File: config.mk
export PLATFORM = sky130hd
export DESIGN_NAME = one_wire_temperature_reader
export DESIGN_NICKNAME = d
export VERILOG_FILES = /design/src/owtr_pkg.sv /design/src/owtr_seq.sv /design/src/owtr_out_reg.sv /design/src/one_wire_temperature_reader.sv
export SDC_FILE = /design/constraint.sdc
export NUM_CORES = 1
export LEC_CHECK = 0
export BUFFER_PORTS_ARGS = -buffer_cell sky130_fd_sc_hd__buf_2
export CAP_MARGIN = 10
export CORE_UTILIZATION = 54
export DETAILED_ROUTE_END_ITERATION = 10
export PLACE_DENSITY = 0.84
export SLEW_MARGIN = 20
export SYNTH_ARGS = -nofsm -noshare
export SYNTH_HDL_FRONTEND = slang
export SYNTH_SLANG_ARGS = --single-unit
File: constraint.sdc
create_clock -name clk -period 3.6 [get_ports clk]
set_input_delay 0.18 -clock clk [delete_from_list [all_inputs] [get_ports clk]]
set_output_delay 0.18 -clock clk [all_outputs]
set_load 0.01 [all_outputs]
File: src/owtr_pkg.sv
// owtr_pkg: shared types, command bytes and the tenths conversion for the
// one-wire temperature reader. No dependencies.
`default_nettype none

package owtr_pkg;

  // Sequence phases
  typedef enum logic [4:0] {
    ST_RST_LOW = 5'd0,
    ST_RST_REC = 5'd1,
    ST_WR_A    = 5'd2,
    ST_WR_B    = 5'd3,
    ST_RD_LOW  = 5'd4,
    ST_RD_REL  = 5'd5,
    ST_RD_WAIT = 5'd6,
    ST_REPORT  = 5'd7,
    ST_GAP     = 5'd8
  } step_t;

  // Configuration register indexes
  localparam logic [7:0] CFG_RESET_LOW = 8'd0;
  localparam logic [7:0] CFG_RECOVERY  = 8'd1;
  localparam logic [7:0] CFG_SHORT     = 8'd2;
  localparam logic [7:0] CFG_SLOT      = 8'd3;
  localparam logic [7:0] CFG_GAP       = 8'd4;

  localparam logic [7:0] CMD_SKIP_ROM = 8'hCC;
  localparam logic [7:0] CMD_CONVERT  = 8'h44;
  localparam logic [7:0] CMD_READ_SP  = 8'hBE;

  // Commands bits 0..31 are taken from these bytes in order
  localparam logic [5:0] WRITE_BITS = 6'd32;
  localparam logic [5:0] FIRST_HALF = 6'd16;
  localparam logic [4:0] READ_BITS  = 5'd16;

  typedef struct packed {
    logic               drive_low;
    logic               reading_valid;
    logic signed [15:0] raw_reading;
    logic signed [15:0] temperature_tenths;
  } result_t;

  typedef struct packed {
    step_t step;
  } status_t;

  function automatic logic [7:0] cmd_byte(input logic [1:0] idx);
    logic [7:0] b;
    case (idx)
      2'd0:    b = CMD_SKIP_ROM;
      2'd1:    b = CMD_CONVERT;
      2'd2:    b = CMD_SKIP_ROM;
      default: b = CMD_READ_SP;
    endcase
    return b;
  endfunction

  // floor((raw*10+8)/16): arithmetic shift of a 20-bit sum
  function automatic logic signed [15:0] to_tenths(input logic [15:0] raw);
    logic [19:0] ext;
    logic [19:0] v;
    ext = {{4{raw[15]}}, raw};
    v   = (ext << 3) + (ext << 1) + 20'd8;
    return v[19:4];
  endfunction

endpackage

`default_nettype wire

File: src/owtr_seq.sv
// owtr_seq: bus sequencer, configuration registers and phase timer.
// Depends on owtr_pkg.
`default_nettype none

module owtr_seq (
  input  wire                   clk,
  input  wire                   rst,
  input  wire                   advance,   // tick accepted this cycle
  input  wire                   bus_in,
  input  wire                   cfg_we,
  input  wire  [7:0]            cfg_index,
  input  wire  [23:0]           cfg_data,
  output owtr_pkg::result_t     result,
  output owtr_pkg::status_t     status
);

  logic [15:0] reset_low_ticks;
  logic [15:0] recovery_ticks;
  logic [7:0]  short_ticks;
  logic [7:0]  slot_ticks;
  logic [23:0] cycle_gap_ticks;

  owtr_pkg::step_t step, step_next;
  logic [23:0] tick_count, tick_count_next;
  logic [4:0]  bit_count, bit_count_next;
  logic [7:0]  command_shift, command_shift_next;
  logic [15:0] read_shift, read_shift_next;
  logic [15:0] last_temperature, last_temperature_next;

  logic [23:0] phase_len, len;
  logic [23:0] tick_inc;
  logic        done;
  logic        bit_val;
  logic [5:0]  wr_n;
  logic [4:0]  rd_n;
  logic [15:0] tenths_new;

  always_ff @(posedge clk) begin
    if (rst) begin
      reset_low_ticks <= 16'd480;
      recovery_ticks  <= 16'd480;
      short_ticks     <= 8'd2;
      slot_ticks      <= 8'd60;
      cycle_gap_ticks <= 24'd100000;
    end else if (cfg_we) begin
      unique case (cfg_index)
        owtr_pkg::CFG_RESET_LOW: reset_low_ticks <= cfg_data[15:0];
        owtr_pkg::CFG_RECOVERY:  recovery_ticks  <= cfg_data[15:0];
        owtr_pkg::CFG_SHORT:     short_ticks     <= cfg_data[7:0];
        owtr_pkg::CFG_SLOT:      slot_ticks      <= cfg_data[7:0];
        owtr_pkg::CFG_GAP:       cycle_gap_ticks <= cfg_data;
        default: ;
      endcase
    end
  end

  assign bit_val    = command_shift[0];
  assign tick_inc   = tick_count + 24'd1;
  assign wr_n       = {1'b0, bit_count} + 6'd1;
  assign rd_n       = bit_count + 5'd1;
  assign tenths_new = owtr_pkg::to_tenths(read_shift);

  // phase length for the current step; zero acts as one tick
  always_comb begin
    case (step)
      owtr_pkg::ST_RST_LOW: phase_len = {8'd0, reset_low_ticks};
      owtr_pkg::ST_RST_REC: phase_len = {8'd0, recovery_ticks};
      owtr_pkg::ST_WR_A:    phase_len = {16'd0, bit_val ? short_ticks : slot_ticks};
      owtr_pkg::ST_WR_B:    phase_len = {16'd0, bit_val ? slot_ticks : short_ticks};
      owtr_pkg::ST_RD_LOW,
      owtr_pkg::ST_RD_REL:  phase_len = {16'd0, short_ticks};
      owtr_pkg::ST_RD_WAIT: phase_len = {16'd0, slot_ticks};
      owtr_pkg::ST_GAP:     phase_len = cycle_gap_ticks;
      default:              phase_len = 24'd1;
    endcase
    len  = (phase_len == 24'd0) ? 24'd1 : phase_len;
    done = (tick_inc >= len);
  end

  // next state
  always_comb begin
    step_next             = step;
    tick_count_next       = done ? 24'd0 : tick_inc;
    bit_count_next        = bit_count;
    command_shift_next    = command_shift;
    read_shift_next       = read_shift;
    last_temperature_next = last_temperature;
    unique case (step)
      owtr_pkg::ST_RST_LOW: if (done) step_next = owtr_pkg::ST_RST_REC;
      owtr_pkg::ST_RST_REC: if (done) begin
        command_shift_next = owtr_pkg::cmd_byte(bit_count[4:3]);
        step_next          = owtr_pkg::ST_WR_A;
      end
      owtr_pkg::ST_WR_A: if (done) step_next = owtr_pkg::ST_WR_B;
      owtr_pkg::ST_WR_B: if (done) begin
        command_shift_next = {1'b0, command_shift[7:1]};
        if (wr_n >= owtr_pkg::WRITE_BITS) begin
          bit_count_next  = 5'd0;
          read_shift_next = 16'd0;
          step_next       = owtr_pkg::ST_RD_LOW;
        end else begin
          bit_count_next = wr_n[4:0];
          if (wr_n == owtr_pkg::FIRST_HALF) begin
            step_next = owtr_pkg::ST_RST_LOW;
          end else begin
            if (wr_n[2:0] == 3'd0) command_shift_next = owtr_pkg::cmd_byte(wr_n[4:3]);
            step_next = owtr_pkg::ST_WR_A;
          end
        end
      end
      owtr_pkg::ST_RD_LOW: if (done) step_next = owtr_pkg::ST_RD_REL;
      owtr_pkg::ST_RD_REL: if (done) begin
        read_shift_next = {bus_in, read_shift[15:1]};
        step_next       = owtr_pkg::ST_RD_WAIT;
      end
      owtr_pkg::ST_RD_WAIT: if (done) begin
        if (rd_n >= owtr_pkg::READ_BITS) begin
          bit_count_next = 5'd0;
          step_next      = owtr_pkg::ST_REPORT;
        end else begin
          bit_count_next = rd_n;
          step_next      = owtr_pkg::ST_RD_LOW;
        end
      end
      owtr_pkg::ST_REPORT: begin
        last_temperature_next = tenths_new;
        tick_count_next       = 24'd0;
        step_next = (cycle_gap_ticks == 24'd0) ? owtr_pkg::ST_RST_LOW : owtr_pkg::ST_GAP;
      end
      owtr_pkg::ST_GAP: if (done) step_next = owtr_pkg::ST_RST_LOW;
      default: begin
        tick_count_next = 24'd0;
        bit_count_next  = 5'd0;
        step_next       = owtr_pkg::ST_RST_LOW;
      end
    endcase
  end

  // outputs for this tick, from the state before the update
  always_comb begin
    result.drive_low          = 1'b0;
    result.reading_valid      = 1'b0;
    result.raw_reading        = 16'sd0;
    result.temperature_tenths = last_temperature;
    unique case (step)
      owtr_pkg::ST_RST_LOW,
      owtr_pkg::ST_WR_A,
      owtr_pkg::ST_RD_LOW: result.drive_low = 1'b1;
      owtr_pkg::ST_REPORT: begin
        result.reading_valid      = 1'b1;
        result.raw_reading        = read_shift;
        result.temperature_tenths = tenths_new;
      end
      default: ;
    endcase
  end

  assign status.step = step;

  always_ff @(posedge clk) begin
    if (rst) begin
      step             <= owtr_pkg::ST_RST_LOW;
      tick_count       <= 24'd0;
      bit_count        <= 5'd0;
      command_shift    <= 8'd0;
      read_shift       <= 16'd0;
      last_temperature <= 16'd0;
    end else if (advance) begin
      step             <= step_next;
      tick_count       <= tick_count_next;
      bit_count        <= bit_count_next;
      command_shift    <= command_shift_next;
      read_shift       <= read_shift_next;
      last_temperature <= last_temperature_next;
    end
  end

endmodule

`default_nettype wire

File: src/owtr_out_reg.sv
// owtr_out_reg: result register between the sequencer and the master stream.
// Depends on owtr_pkg.
`default_nettype none

module owtr_out_reg (
  input  wire                clk,
  input  wire                rst,
  input  wire                in_valid,
  output logic               in_ready,
  input  owtr_pkg::result_t  in_result,
  output logic               out_valid,
  input  wire                out_ready,
  output owtr_pkg::result_t  out_result
);

  assign in_ready = !out_valid || out_ready;

  always_ff @(posedge clk) begin
    if (rst) begin
      out_valid <= 1'b0;
    end else if (in_ready) begin
      out_valid <= in_valid;
    end
  end

  always_ff @(posedge clk) begin
    if (in_valid && in_ready) begin
      out_result <= in_result;
    end
  end

endmodule

`default_nettype wire

File: src/one_wire_temperature_reader.sv
// one_wire_temperature_reader: top level, one-wire bus master that keeps
// reading a temperature sensor. Depends on owtr_pkg, owtr_seq, owtr_out_reg.
//
// Usage:
//  - Slave stream: one item per timebase tick; s_tdata[0] is the sampled bus
//    level (1 = released). The bus timing advances only on accepted items.
//  - Master stream: one item per accepted tick. m_tdata carries the pull-low
//    drive for that tick, the raw scratchpad word and the tenths value;
//    m_tuser marks the single tick on which a new reading is reported.
//  - Config channel: cfg_valid/cfg_ready with cfg_index and cfg_data; always
//    ready. Indexes 0..4: reset low, recovery, short, slot, cycle gap ticks.
//    Unknown indexes are dropped. Write only while the stream is quiet.
//  - Output: each accepted tick's result is registered and appears as an item in the cycle after the tick.
//  - Throughput: one tick per cycle while s_tready is high; the sequencer is a single registered
//    step whose next state is settled in the same cycle.
//  - Stall: one output register; s_tready drops only while the result
//    register is full and m_tready is low, and the timing freezes with it.
//  - Reset: rst (synchronous) restores default timings, starts at the first
//    reset pulse and empties the result register.
`default_nettype none

module one_wire_temperature_reader (
  input  wire         clk,
  input  wire         rst,
  // slave stream
  input  wire         s_tvalid,
  output logic        s_tready,
  input  wire  [7:0]  s_tdata,   // [0] bus_in, [7:1] zero
  // master stream
  output logic        m_tvalid,
  input  wire         m_tready,
  output logic [39:0] m_tdata,   // [0] bus_drive_low, [16:1] raw_reading,
                                 // [32:17] temperature_tenths, [39:33] zero
  output logic        m_tuser,   // [0] reading_valid
  // configuration write
  input  wire         cfg_valid,
  output logic        cfg_ready,
  input  wire  [7:0]  cfg_index,
  input  wire  [23:0] cfg_data
);

  owtr_pkg::result_t seq_result;
  owtr_pkg::result_t out_result;
  owtr_pkg::status_t seq_status;
  logic              accept;

  assign cfg_ready = 1'b1;
  assign accept    = s_tvalid && s_tready;

  owtr_seq u_seq (
    .clk       (clk),
    .rst       (rst),
    .advance   (accept),
    .bus_in    (s_tdata[0]),
    .cfg_we    (cfg_valid && cfg_ready),
    .cfg_index (cfg_index),
    .cfg_data  (cfg_data),
    .result    (seq_result),
    .status    (seq_status)
  );

  owtr_out_reg u_out (
    .clk        (clk),
    .rst        (rst),
    .in_valid   (s_tvalid),
    .in_ready   (s_tready),
    .in_result  (seq_result),
    .out_valid  (m_tvalid),
    .out_ready  (m_tready),
    .out_result (out_result)
  );

  assign m_tdata = {7'd0, out_result.temperature_tenths, out_result.raw_reading,
                    out_result.drive_low};
  assign m_tuser = out_result.reading_valid;

  // a report tick never drives the bus
  a_report_released: assert property (@(posedge clk) disable iff (rst)
    m_tvalid && m_tuser |-> !m_tdata[0])
    else $error("bus driven on report tick");

  // raw word is only shown on the report tick
  a_raw_zero: assert property (@(posedge clk) disable iff (rst)
    m_tvalid && !m_tuser |-> m_tdata[16:1] == 16'd0)
    else $error("raw reading outside report tick");

  // after a report the sequencer goes to the gap or a new reset pulse
  a_report_next: assert property (@(posedge clk) disable iff (rst)
    accept && seq_status.step == owtr_pkg::ST_REPORT |=>
      seq_status.step == owtr_pkg::ST_GAP || seq_status.step == owtr_pkg::ST_RST_LOW)
    else $error("bad step after report");

endmodule

`default_nettype wire
### Word-level counts from Yosys, hierarchy flattened

Index checks and enable logic that the tools add are counted.

* $lt $le $gt $ge: 3
* reduce and logical (&&, ||, !) cells: 28
* bitwise operators: 1
* equal/unequal tests: 26
* multiplexer cells: 38
* add/sub/neg operators: 5

Operator list (count)
* $pmux W24 S7: 1
* $mux W24: 3
* $mux W5: 13
* $mux W8: 7
* $logic_not A24 Y1: 2
* $mux W16: 3
* $pmux W8 S2: 3
* $pmux W5 S9: 1
* $mux W33: 1
* $pmux W16 S2: 1
* $add A24 B1 Y24 const B: 1
* $ge A24 B24 Y1: 1
* $add A19 B17 Y20: 1
* $add A20 B4 Y20 const B: 1
* $eq A5 B3 Y1 const B: 4
* $ne A2 B1 Y1 const B: 9
* $eq A8 B2 Y1 const B: 2
* $pmux W5 S3: 1
* $reduce_and A2 Y1: 6
* $eq A5 B2 Y1 const B: 2
* $reduce_and A9 Y1: 1
* $eq A8 B1 Y1 const B: 1
* $eq A8 B3 Y1 const B: 1
* $logic_not A8 Y1: 1
* other kinds (26): 34

* word-level logic and storage cells: 117
* output and inout bits: 44
* bits in registers: 181
* input port bits: 45

### Depth between registers and ports, before layout

Gate-level depths: netlist of run 1.

* word-level depth: 9
* gate-level depth with buffers: 16
* gate-level depth less buffers: 13

### By module

Synthesis of run 1 repeated with hierarchy kept, for this count alone.

* cells, all modules: 1154
* area, all modules: 9655.5 um^2

Modules (own cells, without submodules)
* owtr_seq: times used 1, seq. area each 2902.8 um^2, area each 8505.7 um^2, cells each 1104
* owtr_out_reg: times used 1, seq. area each 1041.0 um^2, area each 1076.0 um^2, cells each 39
* one_wire_temperature_reader: times used 1, seq. area each 0.0 um^2, area each 73.8 um^2, cells each 11

### Worst setup path after synthesis of run 1

Ideal clock, no wire load.

* path type: reg2reg
* from: register u_seq.step[1], in the netlist u_seq.status[1]
* to: register u_seq.command_shift[2]
* path slack: 0.071 ns
* library setup time: 0.121 ns
* stages on the path, launching flop included: 16
* path buffers: 3
* arrival time: 3.409 ns
* clock period less this slack: 3.529 ns
* data required time: 3.479 ns
* cells stage by stage: dfxtp_1 > clkbuf_1 > clkbuf_1 > nor2_1 > clkbuf_1 > a32oi_1 > nor2_1 > a2111oi_0 > o32ai_1 > ha_1 > nand2b_1 > a31oi_1 > o21a_1 > nor2_4 > o21ai_2 > mux2_2

* word-level cells in the longest chain between the ends: 8
* elaborated cells on any way between the ends: 18
* those cells by class: order compare: 1; eq/ne: 9; mux: 3; reduce/logical: 5

Ends and longest elaborated chain
* start, declared: RTL line owtr_seq.sv:23 `owtr_pkg::step_t step, step_next;`
* start signal, assigned: RTL line owtr_seq.sv:162 `step <= owtr_pkg::ST_RST_LOW;`
* start signal, assigned: RTL line owtr_seq.sv:169 `step <= step_next;`
* $eq A5 B3 Y1: RTL line owtr_seq.sv:65 `case (step)`
* $reduce_or A2 Y1: RTL line owtr_seq.sv:65
* $pmux W24 S7: RTL line owtr_seq.sv:65
* $logic_not A24 Y1: RTL line owtr_seq.sv:76 `len = (phase_len == 24'd0) ? 24'd1 : phase_len;`
* $mux W24: RTL line owtr_seq.sv:76
* $ge A24 B24 Y1: RTL line owtr_seq.sv:77 `done = (tick_inc >= len);`
* $ne A2 B1 Y1 (no line)
* $reduce_and A4 Y1 (no line)
* end signal, assigned: RTL line owtr_seq.sv:172 `command_shift <= command_shift_next;`
* end, declared: RTL line owtr_seq.sv:26 `logic [7:0] command_shift, command_shift_next;`

Parallel ways exist; a longest one is shown, timed or not.
A chain may end at the register's enable or synchronous reset.

### Final worst setup path of run 1

* from: register u_seq.tick_count[1]
* to: register u_seq.tick_count[4]

* word-level cells in the longest chain between the ends: 4

Ends and longest elaborated chain
* start, declared: RTL line owtr_seq.sv:24 `logic [23:0] tick_count, tick_count_next;`
* start signal, assigned: RTL line owtr_seq.sv:170 `tick_count <= tick_count_next;`
* $add A24 B1 Y24 (*): RTL line owtr_seq.sv:58 `assign tick_inc = tick_count + 24'd1;`
* $ge A24 B24 Y1: RTL line owtr_seq.sv:77
* $mux W24 (*): RTL line owtr_seq.sv:83 `tick_count_next = done ? 24'd0 : tick_inc;`
* $mux W24 (*): RTL line owtr_seq.sv:88 `unique case (step)`

Mark *: on every way between the ends. The rest lies on a longest branch, timed or not.

==> summary.txt, run 1 <==
status: finished, violations left
H-tree levels: 4
gr usage total: 25.7%
CP required: 3.92 ns
Worst Hold Class: in2reg
vias in the first global route: 8512
DR vias/cell: 5.99
Slew Limit Fails: 0
routed len/inst: 16.7 µm
initial core utilization: 55.5%
later-pin clock latency in the skew report: 0.44 ns
Initial DRC Count: 800
failing checks: design-rule violations
Post-DP HPWL: 16500 µm
cell count after synthesis: 1178
CTS tree: built
dpl ws: -0.155 ns
CP endpoint kind: flip-flop
Diodes inserted: 0
routability cong.: 0.861
Synth cell types: 76
final WL: 25400 µm
Worst-path clk slew: 0.07 ns
Core Area: 0.0181 mm²
fraction of registers with async set or reset after synthesis: 0%
worst rel slew slack: 27.0%
top-count cell post-synth: nand2_1
area growth from synthesis to layout: 18.4%
Post-Syn Area per Cell: 8.53 µm²
Die ar.: 0.0192 mm²
PwrDens: 349 mW/mm²
Detail Route Antenna Nets: 0
fin area: 0.0119 mm²
Yosys top cell area share: 29.1%
number of remaining DRC errors: 12
total design power: 4.15 mW
Setup violations, final: 0
post-layout minimum cycle time: 3.49 ns
Tightest Pin Transition: 1.09 ns
Placement Cell Area: 0.0109 mm²
fmax: 286 MHz
via count: 9129
Yosys reg bits: 180
WHS: 0.00827 ns
clock root buffer: clkbuf_16
first-pass GRT wire length: 40400 µm
clk buf depth: 2
PnR worst setup slack: 0.106 ns
Die H: 138 µm
Cell Area, Synth: 0.0100 mm²
I/O pin count: 89
Fin. Hold Viols: 0
critical path startpoint category: flip-flop
nets@finish: 1384
skew final: 0.00919 ns
Cell Count Post-Placement: 1476
leading area contributor after synthesis: dfxtp_1
layout cells sized above 1: 17.7%
peak supply drop: 0.000325 V
Rows: 49
max-cap violation count: 0
Pleak: 4.86 nW
final period utilization: 97.1%
pin count of the biggest net entering global routing: 61
port bufs: 73
clk sink count: 180
drt pass-1 iters: 10
top cells by area, synth: dfxtp_1 (29%), edfxtp_1 (10%), nand2_1 (9.5%), ha_1 (6.9%), mux2i_1 (6.6%)
Synth top cells by count: nand2_1 (254), dfxtp_1 (146), a21oi_1 (84), mux2i_1 (66)
sequential area share after synthesis: 39.3%
crit path max fanout: 5
Critical Path AT: 3.82 ns
Main synth FF type: dfxtp_1
Non-Filler Instances: 1525
EDFF count, synth: 34
Crit Path Class: reg2reg
synth warn: 0
initial antenna violation count: 0
number of CTS-inserted buffers: 17
Filler Cell Count: 1352
setup slack, reg-to-reg: 0.11 ns
Die W: 138 µm
Overflow after GRT: 0
-- kinds of logic (layout without fill, tap and decap cells) --
kind of cell               after synthesis  count (layout)  synth area share [%]
and+or+nand+nor                        502             502                  23.7
AOI/OAI and AO/OA                      238             238                  15.4
buffers and inverters                   90             202                  3.97
adders and majority gates               56              56                  7.05
other                                    2               8                0.0748
DFF                                    180             180                  39.3
xor gates and xnor gates                40              40                  3.49
muxes                                   70              70                  7.02
-- metrics by stage --
stage	setup TNS, ns	utilization, %
4_1_cts	0	64.6
3_3_place_gp	-0.530	60.4
3_5_place_dp	-4.08	60.4
6_report	0	65.8
5_1_grt	-0.152	65.8
2_1_floorplan	0	-
-- cell type report --
cell class | count | area [µm²] | share of cell area, %
clock buffers | 22 | 487 | 4.09
inverters | 12 | 45.0 | 0.379
well taps | 229 | 287 | 2.41
flip-flops and latches | 180 | 3960 | 33.3
multi-input cells | 914 | 5920 | 49.7
repair buffers | 158 | 1090 | 9.19
clock inverters | 10 | 110 | 0.926
-- where the power goes --
part	switching, mW	total, mW	leakage, nW	internal [mW]
sequential	0.00946	2.08	1.51	2.07
clock	0.838	1.90	0.296	1.06
combinational	0.115	0.178	3.05	0.0626
total	0.963	4.15	4.86	3.19
-- critical path, cell delays in order (launching register included) --
cell     delay [ns]
dfxtp_2        0.37
ha_4           0.16
inv_1          0.08
nor4_4         0.28
buf_4          0.18
nand3_1        0.12
xnor2_1        0.17
ha_1           0.32
nand4_1        0.12
or4_4          0.56
or2_4          0.28
o22ai_4        0.23
buf_6          0.15
nor2_1         0.05
a221o_1        0.32
-- timing repair --
item	4_1_cts	5_1_grt
endpoints found under the hold margin	14	0
hold buffers	14	0
gates resized for setup	4	36
pin swaps	1	14
endpoints found under the setup margin	45	57
setup buffers	0	3
-- registers in the layout, indices dropped and copies added (netlist names) --
name and flops:
u_seq.short_ticks 8, u_seq.slot_ticks 8, u_seq.bit_count 5, u_seq.recovery_ticks 16
u_out.out_result 34, u_seq.command_shift 8, u_seq.reset_low_ticks 16, u_seq.last_temperature 16
u_seq.tick_count 24, u_seq.status 4, u_seq.read_shift 16, u_out.out_valid 1
u_seq.cycle_gap_ticks 24
-- path summary, 6_finish.rpt --
| kind | to | startpoint | cells after the start |
|---|---|---|---|
| setup / recovery | u_seq.tick_count[4] | u_seq.tick_count[1] | 14 |
| hold / removal | u_seq.cycle_gap_ticks[15] | cfg_data[15] | 3 |
| setup reg to reg | u_seq.tick_count[4] | u_seq.tick_count[1] | 14 |
| hold reg to reg | u_seq.reset_low_ticks[14] | u_seq.reset_low_ticks[14] | 2 |
-- per-layer routing --
layer	wire length, µm	global-route usage [%]	vias to the layer above
li1	-	-	4404
met1	10600	31.4	4316
met2	12700	45.2	342
met3	1430	3.88	67
met4	660	10.8	0
met5	0	0	-
-- layout by cell type, fill, tap and decap left out, types with 9 or more instances in the layout --
master and count:
and3_1 11, edfxtp_1 34, dfxtp_1 140, nand4_1 17, nor4_1 12, buf_4 65
xor2_1 16, nand2_1 254, inv_1 10, nand2b_1 10, and2_1 25, a21oi_1 83
xnor2_1 23, o21ai_0 49, dlygate4sd3_1 14, or3_1 11, ha_1 54, mux2i_1 64
a21o_1 10, nor2_1 50, nor3_1 16, a211o_1 9, a211oi_1 14, nand3_1 54
clkbuf_16 19, buf_2 72, nor2b_1 13
No activity file was read; power rests on OpenSTA's default activity.
==> run 2: changes to the inputs <==
--- a/config.mk
+++ b/config.mk
@@ -7,7 +7,10 @@
 export LEC_CHECK = 0
 export BUFFER_PORTS_ARGS = -buffer_cell sky130_fd_sc_hd__buf_2
 export CAP_MARGIN = 10
-export CORE_UTILIZATION = 54
+export CELL_PAD_IN_SITES_DETAIL_PLACEMENT = 2
+export CELL_PAD_IN_SITES_GLOBAL_PLACEMENT = 2
+export CORE_MARGIN = 1
+export CORE_UTILIZATION = 33
 export DETAILED_ROUTE_END_ITERATION = 10
 export PLACE_DENSITY = 0.84
 export SLEW_MARGIN = 20
==> run 2 against run 1 <==
Against the previous run:
- the flow finishes with violations (negative setup slack)
- clock power hardly changed
- sequential cell count did not move
- clock skew rose by 0.012 ns
- hold slack lost 0.0061 ns
==> summary.txt, run 2 (synthesis gave the netlist of run 1 again) <==
CP max stage delay: 0.56 ns (about the same)
Die ar.: 0.0311 mm² (+63%)
commonest cells after routing, fill and taps aside: nand2_1 (253), dfxtp_1 (127), buf_4 (109)
Worst-path clk slew: 0.09 ns (+0.02 ns)
nets@finish: 1437 (+3.8%)
I/O pin count: 89 (unchanged)
final period utilization: 111% (+14 points)
Setup violations, final: 57 (+57)
first-pass GRT wire length: 66300 µm (+64%)
dpl ws: -0.239 ns (-0.0842 ns)
Placement Cell Area: 0.0113 mm² (+3.8%)
max-cap violation count: 0 (unchanged)
max FFs per register: 34 (unchanged)
CP max stage cell: or4_4
clock root buffer: clkbuf_16
Overflow after GRT: 0 (unchanged)
routability cong.: 0.802 (-6.8%)
DR vias/cell: 6.10 (+2.0%)
Core Area: 0.0298 mm² (+65%)
CTS tree: built
Detail Route Antenna Nets: 0 (unchanged)
Initial DRC Count: 731 (-8.6%)
crit path max fanout: 10 (+5)
largest registers: u_out.out_result: 34 flops, u_seq.cycle_gap_ticks: 24 flops, u_seq.tick_count: 24 flops
CP most frequent cell: buf_4
critical path cell sequence: ha_1 -> inv_1 -> buf_4 -> nor2_1 -> nand3_1 -> xnor2_1 -> ha_1 -> nand2_1 -> or4_4 -> buf_4 -> buf_4 -> nor2_1 -> a21oi_2 -> buf_4 -> o211ai_1 -> o21ai_0
fmax: 250 MHz (-13%)
Rows: 63 (+29%)
vias in the first global route: 11.2k (+32%)
Cell Count Post-Placement: 1664 (+13%)
final WL: 50100 µm (+97%)
initial antenna violation count: 0 (unchanged)
post-layout minimum cycle time: 3.99 ns (+0.500 ns)
Diodes inserted: 0 (unchanged)
PwrDens: 331 mW/mm² (-5.3%)
layout cells sized above 1: 24.6% (+6.9 points)
commonest non-fill, non-tap cell in the layout: nand2_1
status: finished, violations left
port bufs: 73 (unchanged)
Tightest Pin Transition: 1.02 ns (-0.0742 ns)
later-pin clock latency in the skew report: 0.48 ns (+0.04 ns)
worst rel slew slack: 32.0% (+5.0 points)
number of CTS-inserted buffers: 17 (unchanged)
gr usage total: 27.9% (+2.2 points)
skew final: 0.0210 ns (+0.0118 ns)
CP endpoint kind: flip-flop
routed len/inst: 28.8 µm (+73%)
Die H: 176 µm (+28%)
Slew Limit Fails: 0 (unchanged)
PnR worst setup slack: -0.395 ns (-0.500 ns)
Crit Path Class: reg2reg
Critical Path AT: 4.30 ns (+0.48 ns)
clk sink count: 180 (unchanged)
WHS: 0.00220 ns (-0.00607 ns)
area growth from synthesis to layout: 27.0%
fin area: 0.0128 mm² (+7.2%)
number of remaining DRC errors: 0 (-12)
initial core utilization: 33.7% (-22 points)
CP required: 3.90 ns (-0.02 ns)
critical path startpoint category: flip-flop
unrepaired setup endpoints after global routing: yes
via count: 10.6k (+16%)
Post-DP HPWL: 25500 µm (+54%)
Non-Filler Instances: 1739 (+14%)
Fin. Hold Viols: 0 (unchanged)
drt pass-1 iters: 4 (-6)
peak supply drop: 0.000320 V (-1.4%)
Largest Register: u_out.out_result
Worst Hold Class: in2reg
Die W: 176 µm (+28%)
clk buf depth: 2 (unchanged)
pin count of the biggest net entering global routing: 54 (-11%)
Pleak: 5.19 nW (+6.7%)
H-tree levels: 4 (unchanged)
failing checks: negative setup slack
final core utilization: 42.8% (-23 points)
run 2: timing repair:
item,CTS,global route
endpoints found under the hold margin,18,0
pin swaps,15,29
hold buffers,16,0
endpoints found under the setup margin,57,59
gates resized for setup,51,54
cloned,0,2
setup buffers,10,15
run 2: path summary, 6_finish.rpt:
check | startpoint | slack [ns] | to | cells past startpoint
max reg2reg | u_seq.tick_count[0] | -0.39 | u_seq.tick_count[17] | 16
max | u_seq.tick_count[0] | -0.39 | u_seq.tick_count[17] | 16
min reg2reg | u_seq.reset_low_ticks[5] | 0.48 | u_seq.reset_low_ticks[5] | 2
min | cfg_data[15] | 0.002 | u_seq.reset_low_ticks[15] | 3
run 2: layout make-up:
cell class                      count  area, µm²
Clock buffer                       19        433
Clock inverter                     13        120
Fill cell                        3272      17000
Inverter                           12       45.0
Multi-Input combinational cell    914       6130
Sequential cell                   180       3980
Tap cell                          390        488
Timing Repair Buffer              211       1560
run 2: routing by layer:
metal | part of all wire [%] | wire (µm) | track usage (%)
met1 | 38 | 19100 | 31.4
met2 | 51 | 25500 | 50.2
met3 | 4.2 | 2130 | 4.31
met4 | 6.9 | 3450 | 15.2
met5 | 0 | 0 | 0
run 2: through the flow:
stage	TNS, ns	total power [mW]
floorplan	0	2.22
global placement	-0.824	2.29
detailed placement	-5.90	2.30
CTS	0	4.13
global route	-16.34	4.31
finish	-13.87	4.22
run 2: report_power, final:
group | internal, mW | switching [mW]
sequential | 2.07 | 0.0130
combinational | 0.0670 | 0.146
clock | 0.909 | 1.01
total | 3.04 | 1.17
run 2: critical path, delay by kind of cell, from the launching register on:
kind	cells	cell delay [ns]
flops	1	0.39
simple gates	5	1.43
fa+ha+maj	2	0.52
xor+xnor	1	0.23
compound gates	3	0.44
buf+inv	5	0.80
